<file path="src/rtl/sdtq_pkg.sv">
package sdtq_pkg;

  localparam int DEPTH_DEF     = 16;
  localparam int TIME_BITS_DEF = 48;
  localparam int MAX_RESULTS   = 16;
  localparam int ID_W          = 8;
  localparam int KIND_W        = 2;
  localparam int NCNT_W        = $clog2(MAX_RESULTS + 1);

  // request codes
  localparam logic REQ_ARM   = 1'b0;
  localparam logic REQ_CHECK = 1'b1;

  // result kinds
  localparam logic [KIND_W-1:0] EV_ARMED   = 2'd0;
  localparam logic [KIND_W-1:0] EV_FULL    = 2'd1;
  localparam logic [KIND_W-1:0] EV_EXPIRED = 2'd2;
  localparam logic [KIND_W-1:0] EV_NONE    = 2'd3;

endpackage

</file>
<file path="src/rtl/sorted_deadline_timer_queue.sv">
// An arm makes one backward pass over the held entries (one memory read and one
// write per cycle); a check pops due entries from the head, at most MAX_RESULTS per
// check, and gives a single none result when nothing is due.
// Throughput: one item at a time; the entry memory port pair sets the pace.
// Output stalls add cycles; the output register lets the next item in while a result waits.
// Reset (rst_n, synchronous, active low) empties the queue and clears the handshake;
// the entry memory is not cleared, only entries below the fill count are ever used.
module sorted_deadline_timer_queue #(
  parameter int DEPTH     = sdtq_pkg::DEPTH_DEF,
  parameter int TIME_BITS = sdtq_pkg::TIME_BITS_DEF
) (
  input  logic                          clk,
  input  logic                          rst_n,
  input  logic                          in_valid,
  output logic                          in_ready,
  input  logic                          in_req_type,
  input  logic [TIME_BITS-1:0]          in_now_tick,
  input  logic [TIME_BITS-1:0]          in_timeout_ticks,
  input  logic [sdtq_pkg::ID_W-1:0]     in_task_id,
  input  logic [sdtq_pkg::ID_W-1:0]     in_wait_queue_id,
  output logic                          out_valid,
  input  logic                          out_ready,
  output logic [sdtq_pkg::KIND_W-1:0]   out_event_kind,
  output logic [sdtq_pkg::ID_W-1:0]     out_expired_task,
  output logic [sdtq_pkg::ID_W-1:0]     out_expired_queue,
  output logic                          out_last
);

  localparam int AW = (DEPTH > 1) ? $clog2(DEPTH) : 1;  // slot index
  localparam int CW = $clog2(DEPTH + 1);                  // fill count
  localparam int IW = sdtq_pkg::ID_W;
  localparam int EW = TIME_BITS + 2 * IW;                 // {deadline, task, queue}
  localparam int NW = sdtq_pkg::NCNT_W;

  typedef enum logic [4:0] {
    S_IDLE = 5'b00001,
    S_ARM  = 5'b00010,   // backward scan: shift later deadlines up by one
    S_AWR  = 5'b00100,   // new entry goes to the head slot
    S_CHK  = 5'b01000,   // pop due entries from the head
    S_RESP = 5'b10000    // single closing result
  } state_t;

  // Ring of entries, kept sorted in logical order starting at head_r.
  logic [EW-1:0] mem [DEPTH];
  logic [EW-1:0] rd_q_r;

  state_t                  state_r, state_nxt;
  logic [AW-1:0]           head_r, head_nxt;
  logic [CW-1:0]           count_r, count_nxt;
  logic [AW-1:0]           idx_r, idx_nxt;       // logical index being examined
  logic [AW-1:0]           rd_addr_r, rd_addr_nxt;
  logic [TIME_BITS-1:0]    key_r, key_nxt;       // deadline on arm, now on check
  logic [IW-1:0]           task_r, task_nxt;
  logic [IW-1:0]           queue_r, queue_nxt;
  logic [sdtq_pkg::KIND_W-1:0] kind_r, kind_nxt;
  logic [NW-1:0]           n_r, n_nxt;
  logic                    pend_r, pend_nxt;     // an expiry waits for its last flag
  logic [2*IW-1:0]         pend_id_r, pend_id_nxt;

  logic                    out_valid_r, out_valid_nxt;
  logic [sdtq_pkg::KIND_W-1:0] out_kind_r, out_kind_nxt;
  logic [IW-1:0]           out_task_r, out_task_nxt;
  logic [IW-1:0]           out_queue_r, out_queue_nxt;
  logic                    out_last_r, out_last_nxt;

  logic                    wr_en;
  logic [AW-1:0]           wr_addr;
  logic [EW-1:0]           wr_data;

  logic                    in_fire;
  logic                    out_free;
  logic [TIME_BITS:0]      dl_sum;
  logic [TIME_BITS-1:0]    dl_sat;
  logic [TIME_BITS-1:0]    rd_dl;
  logic [CW-1:0]           count_m1;
  logic                    take;

  // Logical slot to physical address, one compare and subtract.
  function automatic logic [AW-1:0] phys(input logic [AW-1:0] h, input logic [AW-1:0] l);
    logic [AW:0] s;
    s = {1'b0, h} + {1'b0, l};
    if (s >= (AW+1)'(DEPTH)) begin
      s = s - (AW+1)'(DEPTH);
    end
    return s[AW-1:0];
  endfunction

  assign in_ready          = (state_r == S_IDLE);
  assign in_fire           = in_valid && in_ready;
  assign out_free          = !out_valid_r || out_ready;
  assign out_valid         = out_valid_r;
  assign out_event_kind    = out_kind_r;
  assign out_expired_task  = out_task_r;
  assign out_expired_queue = out_queue_r;
  assign out_last          = out_last_r;

  // Saturating deadline.
  assign dl_sum   = {1'b0, in_now_tick} + {1'b0, in_timeout_ticks};
  assign dl_sat   = dl_sum[TIME_BITS] ? {TIME_BITS{1'b1}} : dl_sum[TIME_BITS-1:0];
  assign rd_dl    = rd_q_r[EW-1 -: TIME_BITS];
  assign count_m1 = count_r - CW'(1);
  assign take     = (count_r != '0) && (rd_dl <= key_r) && (n_r < NW'(sdtq_pkg::MAX_RESULTS));

  always_comb begin
    state_nxt     = state_r;
    head_nxt      = head_r;
    count_nxt     = count_r;
    idx_nxt       = idx_r;
    rd_addr_nxt   = rd_addr_r;
    key_nxt       = key_r;
    task_nxt      = task_r;
    queue_nxt     = queue_r;
    kind_nxt      = kind_r;
    n_nxt         = n_r;
    pend_nxt      = pend_r;
    pend_id_nxt   = pend_id_r;
    out_valid_nxt = out_valid_r && !out_ready;
    out_kind_nxt  = out_kind_r;
    out_task_nxt  = out_task_r;
    out_queue_nxt = out_queue_r;
    out_last_nxt  = out_last_r;
    wr_en         = 1'b0;
    wr_addr       = rd_addr_r;
    wr_data       = {key_r, task_r, queue_r};

    case (state_r)
      S_IDLE: begin
        if (in_fire) begin
          task_nxt  = in_task_id;
          queue_nxt = in_wait_queue_id;
          if (in_req_type == sdtq_pkg::REQ_ARM) begin
            key_nxt = dl_sat;
            if (count_r == CW'(DEPTH)) begin
              kind_nxt  = sdtq_pkg::EV_FULL;
              state_nxt = S_RESP;
            end else if (count_r == '0) begin
              state_nxt = S_AWR;
            end else begin
              idx_nxt     = count_m1[AW-1:0];
              rd_addr_nxt = phys(head_r, count_m1[AW-1:0]);
              state_nxt   = S_ARM;
            end
          end else begin
            key_nxt     = in_now_tick;
            n_nxt       = '0;
            pend_nxt    = 1'b0;
            rd_addr_nxt = head_r;
            state_nxt   = S_CHK;
          end
        end
      end

      S_ARM: begin
        wr_en   = 1'b1;
        wr_addr = phys(head_r, idx_r + AW'(1));
        if (rd_dl > key_r) begin
          // later deadline moves up one slot
          wr_data = rd_q_r;
          if (idx_r == '0) begin
            state_nxt = S_AWR;
          end else begin
            idx_nxt     = idx_r - AW'(1);
            rd_addr_nxt = phys(head_r, idx_r - AW'(1));
          end
        end else begin
          count_nxt = count_r + CW'(1);
          kind_nxt  = sdtq_pkg::EV_ARMED;
          state_nxt = S_RESP;
        end
      end

      S_AWR: begin
        wr_en     = 1'b1;
        wr_addr   = head_r;
        count_nxt = count_r + CW'(1);
        kind_nxt  = sdtq_pkg::EV_ARMED;
        state_nxt = S_RESP;
      end

      S_CHK: begin
        if (take) begin
          if (!pend_r || out_free) begin
            if (pend_r) begin
              out_valid_nxt = 1'b1;
              out_kind_nxt  = sdtq_pkg::EV_EXPIRED;
              {out_task_nxt, out_queue_nxt} = pend_id_r;
              out_last_nxt  = 1'b0;
            end
            pend_nxt    = 1'b1;
            pend_id_nxt = rd_q_r[2*IW-1:0];
            head_nxt    = phys(head_r, AW'(1));
            rd_addr_nxt = phys(head_r, AW'(1));
            count_nxt   = count_m1;
            n_nxt       = n_r + NW'(1);
          end
        end else if (pend_r) begin
          if (out_free) begin
            out_valid_nxt = 1'b1;
            out_kind_nxt  = sdtq_pkg::EV_EXPIRED;
            {out_task_nxt, out_queue_nxt} = pend_id_r;
            out_last_nxt  = 1'b1;
            pend_nxt      = 1'b0;
            state_nxt     = S_IDLE;
          end
        end else begin
          kind_nxt  = sdtq_pkg::EV_NONE;
          task_nxt  = '0;
          queue_nxt = '0;
          state_nxt = S_RESP;
        end
      end

      S_RESP: begin
        if (out_free) begin
          out_valid_nxt = 1'b1;
          out_kind_nxt  = kind_r;
          out_task_nxt  = task_r;
          out_queue_nxt = queue_r;
          out_last_nxt  = 1'b1;
          state_nxt     = S_IDLE;
        end
      end

      default: begin
        state_nxt = S_IDLE;
      end
    endcase
  end

  // Entry memory: one write, one registered read per cycle.
  always_ff @(posedge clk) begin
    if (wr_en) begin
      mem[wr_addr] <= wr_data;
    end
    rd_q_r <= mem[rd_addr_nxt];
  end

  always_ff @(posedge clk) begin
    if (!rst_n) begin
      state_r     <= S_IDLE;
      head_r      <= '0;
      count_r     <= '0;
      pend_r      <= 1'b0;
      out_valid_r <= 1'b0;
    end else begin
      state_r     <= state_nxt;
      head_r      <= head_nxt;
      count_r     <= count_nxt;
      pend_r      <= pend_nxt;
      out_valid_r <= out_valid_nxt;
    end
  end

  always_ff @(posedge clk) begin
    idx_r       <= idx_nxt;
    rd_addr_r   <= rd_addr_nxt;
    key_r       <= key_nxt;
    task_r      <= task_nxt;
    queue_r     <= queue_nxt;
    kind_r      <= kind_nxt;
    n_r         <= n_nxt;
    pend_id_r   <= pend_id_nxt;
    out_kind_r  <= out_kind_nxt;
    out_task_r  <= out_task_nxt;
    out_queue_r <= out_queue_nxt;
    out_last_r  <= out_last_nxt;
  end

endmodule

</file>
<file path="config.mk">
export PLATFORM = sky130hd
export DESIGN_NAME = sorted_deadline_timer_queue
export DESIGN_NICKNAME = d
export VERILOG_FILES = /design/src/rtl/sdtq_pkg.sv /design/src/rtl/sorted_deadline_timer_queue.sv
export SDC_FILE = /design/constraint.sdc
export NUM_CORES = 1
export LEC_CHECK = 0
export BUFFER_PORTS_ARGS = -buffer_cell sky130_fd_sc_hd__buf_2
export CAP_MARGIN = 20
export CORE_UTILIZATION = 55
export CTS_CLUSTER_SIZE = 28
export DETAILED_ROUTE_END_ITERATION = 16
export PLACE_DENSITY_LB_ADDON = 0.12
export SYNTH_ARGS = -nofsm -noshare
export SYNTH_HDL_FRONTEND = slang
export SYNTH_SLANG_ARGS = --single-unit
</file>
<file path="constraint.sdc">
create_clock -name clk -period 20.1 [get_ports clk]
set_clock_uncertainty 0.15 [all_clocks]
set_input_delay 1.005 -clock clk [delete_from_list [all_inputs] [get_ports clk]]
set_output_delay 1.005 -clock clk [all_outputs]
set_load 0.05 [all_outputs]
</file>
==> run metrics <==
max capacitance violation total=0; proportion of layout cells with a drive suffix above 1=0.125; H-tree lvl count=3; clock tree from TritonCTS=done; total of endpoints with negative setup slack in the final report=0; via count=33075; worst hold path class=reg2reg; floorplan die height=310 um; post-route setup TNS=0 ps; Worst-path clk slew=60 ps; first-pass GRT wire length=199000 um; Layout area overhead=11.6%; clock buffer depth=3; GRT Resource Usage Total=0.280; setup repair after global routing missed its margin=false; number of core rows=112; initial antenna violation count=0; dominant combinational cell family by area after synthesis=simple AND/OR/NAND/NOR gates; Final GP Congestion=0.856; share of total power in sequential cells=0.444; share of the clock period used by the worst path=0.349; cell accounting for the most synthesized area=sky130_fd_sc_hd__edfxtp_1; switching power of the nets=2.27 mW; transition time at the pin with the least slew margin=1170 ps; biggest fanout along the worst timing path=155; power density over the cells=124 nW/um2; pin count of the biggest net entering global routing=165; number of detailed-route iterations in the first pass=6; library cell used as clock root buffer=sky130_fd_sc_hd__clkbuf_16; detail-routed via count per cell=6.06; clock network fraction of design power=0.310; number of global-route vias before repair=31122; synthesized cell area=52100 um2; gate count of the mapped netlist=3974; final worst hold slack=281 ps; Clock Latency Late Sink=690 ps; adder and majority gate portion of the synthesized area=0.0280; status=complete, no violations; PnR worst setup slack=13080 ps; Reg area=35700 um2; routed wire length per instance=24.8 um; switching power share of the total=0.314; internal power contribution=4.95 mW; Core Box Area=93600 um2; NumNets Final=4332; Post-Synth XOR/XNOR Area=0.0116; Detailed Place HPWL=71900 um; Seq cells post-synth=1218; share of the synthesized area in the top cell type=0.654; CTS Sinks=1218; max-slew violations=0; number of remaining DRC errors=0; data required time of the worst path=20490 ps; Max transition margin=0.223; Starting Density=0.556; Worst Setup Start Kind=register; Period minus WS final=7020 ps; simple logic cell fraction of the synthesized area=0.120; I/O pins=138; Overflow after GRT=0; area taken by multi-input logic gates=15100 um2; Lkg Pwr=21.2 nW; ranking of synthesized cells by area=sky130_fd_sc_hd__edfxtp_1 (65%), sky130_fd_sc_hd__nand2_1 (6.7%), sky130_fd_sc_hd__dfxtp_1 (3.2%); overall die width=310 um; post-synthesis async set-or-reset flop share=0; starting DRC count in detailed routing=3924; hold bufs inserted after CTS=0; leading post-synthesis cells by instance count=sky130_fd_sc_hd__edfxtp_1 (1134), sky130_fd_sc_hd__nand2_1 (927), sky130_fd_sc_hd__nand3_1 (273); Warnings, synthesis=0; synthesized area per cell=13.1 um2; Arrival @ worst endpoint=7410 ps; number of distinct library cells after synthesis=79; sequential fraction of the synthesis area=0.686; number of buffers added by the clock tree synthesis step=121; VDD IR-drop max=0.000127 V; overall die area=95900 um2; Fmax=0.143 GHz; number of synthesized flops with an enable pin=1134; number of nets produced by synthesis=4205; kind of end point of the critical path=register; leading register cell type out of synthesis=sky130_fd_sc_hd__edfxtp_1; post-synthesis compound-gate area fraction=0.0921; most frequent cell after synthesis=sky130_fd_sc_hd__edfxtp_1; proportion of power drawn by combinational gates=0.246; Detailed Route WL=135000 um; setup fix buffers added after clock tree synthesis=0; Post-Place Setup Slack=13240 ps; port buffer count=137; endpoints failing hold=0; fill cell count=7241; CTS resizes=0; share of synthesized area spent on multiplexers=0.0344; DRT antenna net count=0; type of the setup path with the least slack=reg2reg
[area by class of cell]
class                           count  area share
Clock buffer                      168      0.0586
Sequential cell                  1218       0.615
Antenna cell                        1   0.0000431
Timing Repair Buffer              224      0.0244
Clock inverter                     59     0.00941
Multi-Input combinational cell   2448       0.260
Inverter                           88     0.00594
Tap cell                         1254      0.0270
[cell families (layout without fill, tap and decap cells)]
logic type                 Yosys count  in the layout
AOI/OAI and AO/OA                  647            647
xor gates and xnor gates            69             69
adders and majority gates          114            114
buffers and inverters              308            539
DFF                               1218           1218
muxes                              172            172
other                                0              1
and+or+nand+nor                   1446           1446
[final timing paths]
check | start | to | slack [ps] | cells after the start
max | key_r[45] | rd_q_r[44] | 13080 | 15
min | rd_q_r[5] | pend_id_r[5] | 280 | 0
max reg2reg | key_r[45] | rd_q_r[44] | 13080 | 15
min reg2reg | rd_q_r[5] | pend_id_r[5] | 280 | 0
[worst max-delay path, stage by stage (launching register included)]
cell                        delay, ps
sky130_fd_sc_hd__edfxtp_1         350
sky130_fd_sc_hd__inv_1             60
sky130_fd_sc_hd__ha_1             290
sky130_fd_sc_hd__nand4_1          200
sky130_fd_sc_hd__nor4_1           710
sky130_fd_sc_hd__a21boi_0         840
sky130_fd_sc_hd__nor4_1           200
sky130_fd_sc_hd__a2bb2oi_1        200
sky130_fd_sc_hd__and2_4           760
sky130_fd_sc_hd__buf_4            750
sky130_fd_sc_hd__buf_12           640
sky130_fd_sc_hd__buf_4            720
sky130_fd_sc_hd__mux2i_1          350
sky130_fd_sc_hd__a221oi_2         100
sky130_fd_sc_hd__a31oi_1          200
sky130_fd_sc_hd__o211ai_1         110
[power by group through the flow]
stage               clock network [mW]  registers [mW]  logic, mW
floorplan                            0            3.23       1.12
global placement                     0            3.25       1.74
detailed placement                   0            3.25       1.75
CTS                               2.26            3.20       1.76
global route                      2.35            3.22       1.91
finish                            2.24            3.20       1.78
[per-layer routing]
metal	vias up	GRT usage	routed length, um
li1	15083	-	-
met2	1399	0.443	63000
met5	-	0	0
met1	16435	0.414	58600
met4	0	0.0663	2230
met3	158	0.0371	11400
[cells in the final DEF (no fill, tap or decap), types with 64 or more instances in the layout]
cell                           n
sky130_fd_sc_hd__edfxtp_1   1134
sky130_fd_sc_hd__nand2_1     927
sky130_fd_sc_hd__nand3_1     272
sky130_fd_sc_hd__buf_2       137
sky130_fd_sc_hd__mux2i_1     136
sky130_fd_sc_hd__clkbuf_16   123
sky130_fd_sc_hd__a21oi_1     114
sky130_fd_sc_hd__ha_1        110
sky130_fd_sc_hd__inv_1        85
sky130_fd_sc_hd__dfxtp_1      84
sky130_fd_sc_hd__buf_4        79
sky130_fd_sc_hd__a31oi_1      76
sky130_fd_sc_hd__o21ai_0      71
sky130_fd_sc_hd__o211ai_1     69
sky130_fd_sc_hd__a32oi_1      64
[registers in the layout (all words and copies together) (netlist names)]
register and cells:
mem 1024, out_event_kind 2, task_r 8, rd_addr_r 4, count_r 5, out_valid 1, n_r 5, out_expired_task 8
idx_r 4, state_r 5, out_last 1, pend_id_r 16, out_expired_queue 8, kind_r 2, queue_r 8, key_r 48
head_r 4, pend_r 1, rd_q_r 64
[stage by stage]
step | power, mW | instances | area (um2) | util
after global routing | 7.48 | 5459 | 58100 | 0.621
after floorplan | 4.34 | 3974 | 52100 | -
after CTS | 7.23 | 5454 | 58100 | 0.620
after global placement | 4.99 | 5226 | 54100 | 0.578
after detailed placement | 5.01 | 5227 | 54100 | 0.578
final | 7.22 | 5460 | 58100 | 0.621
(Power assumes the default switching activity.)
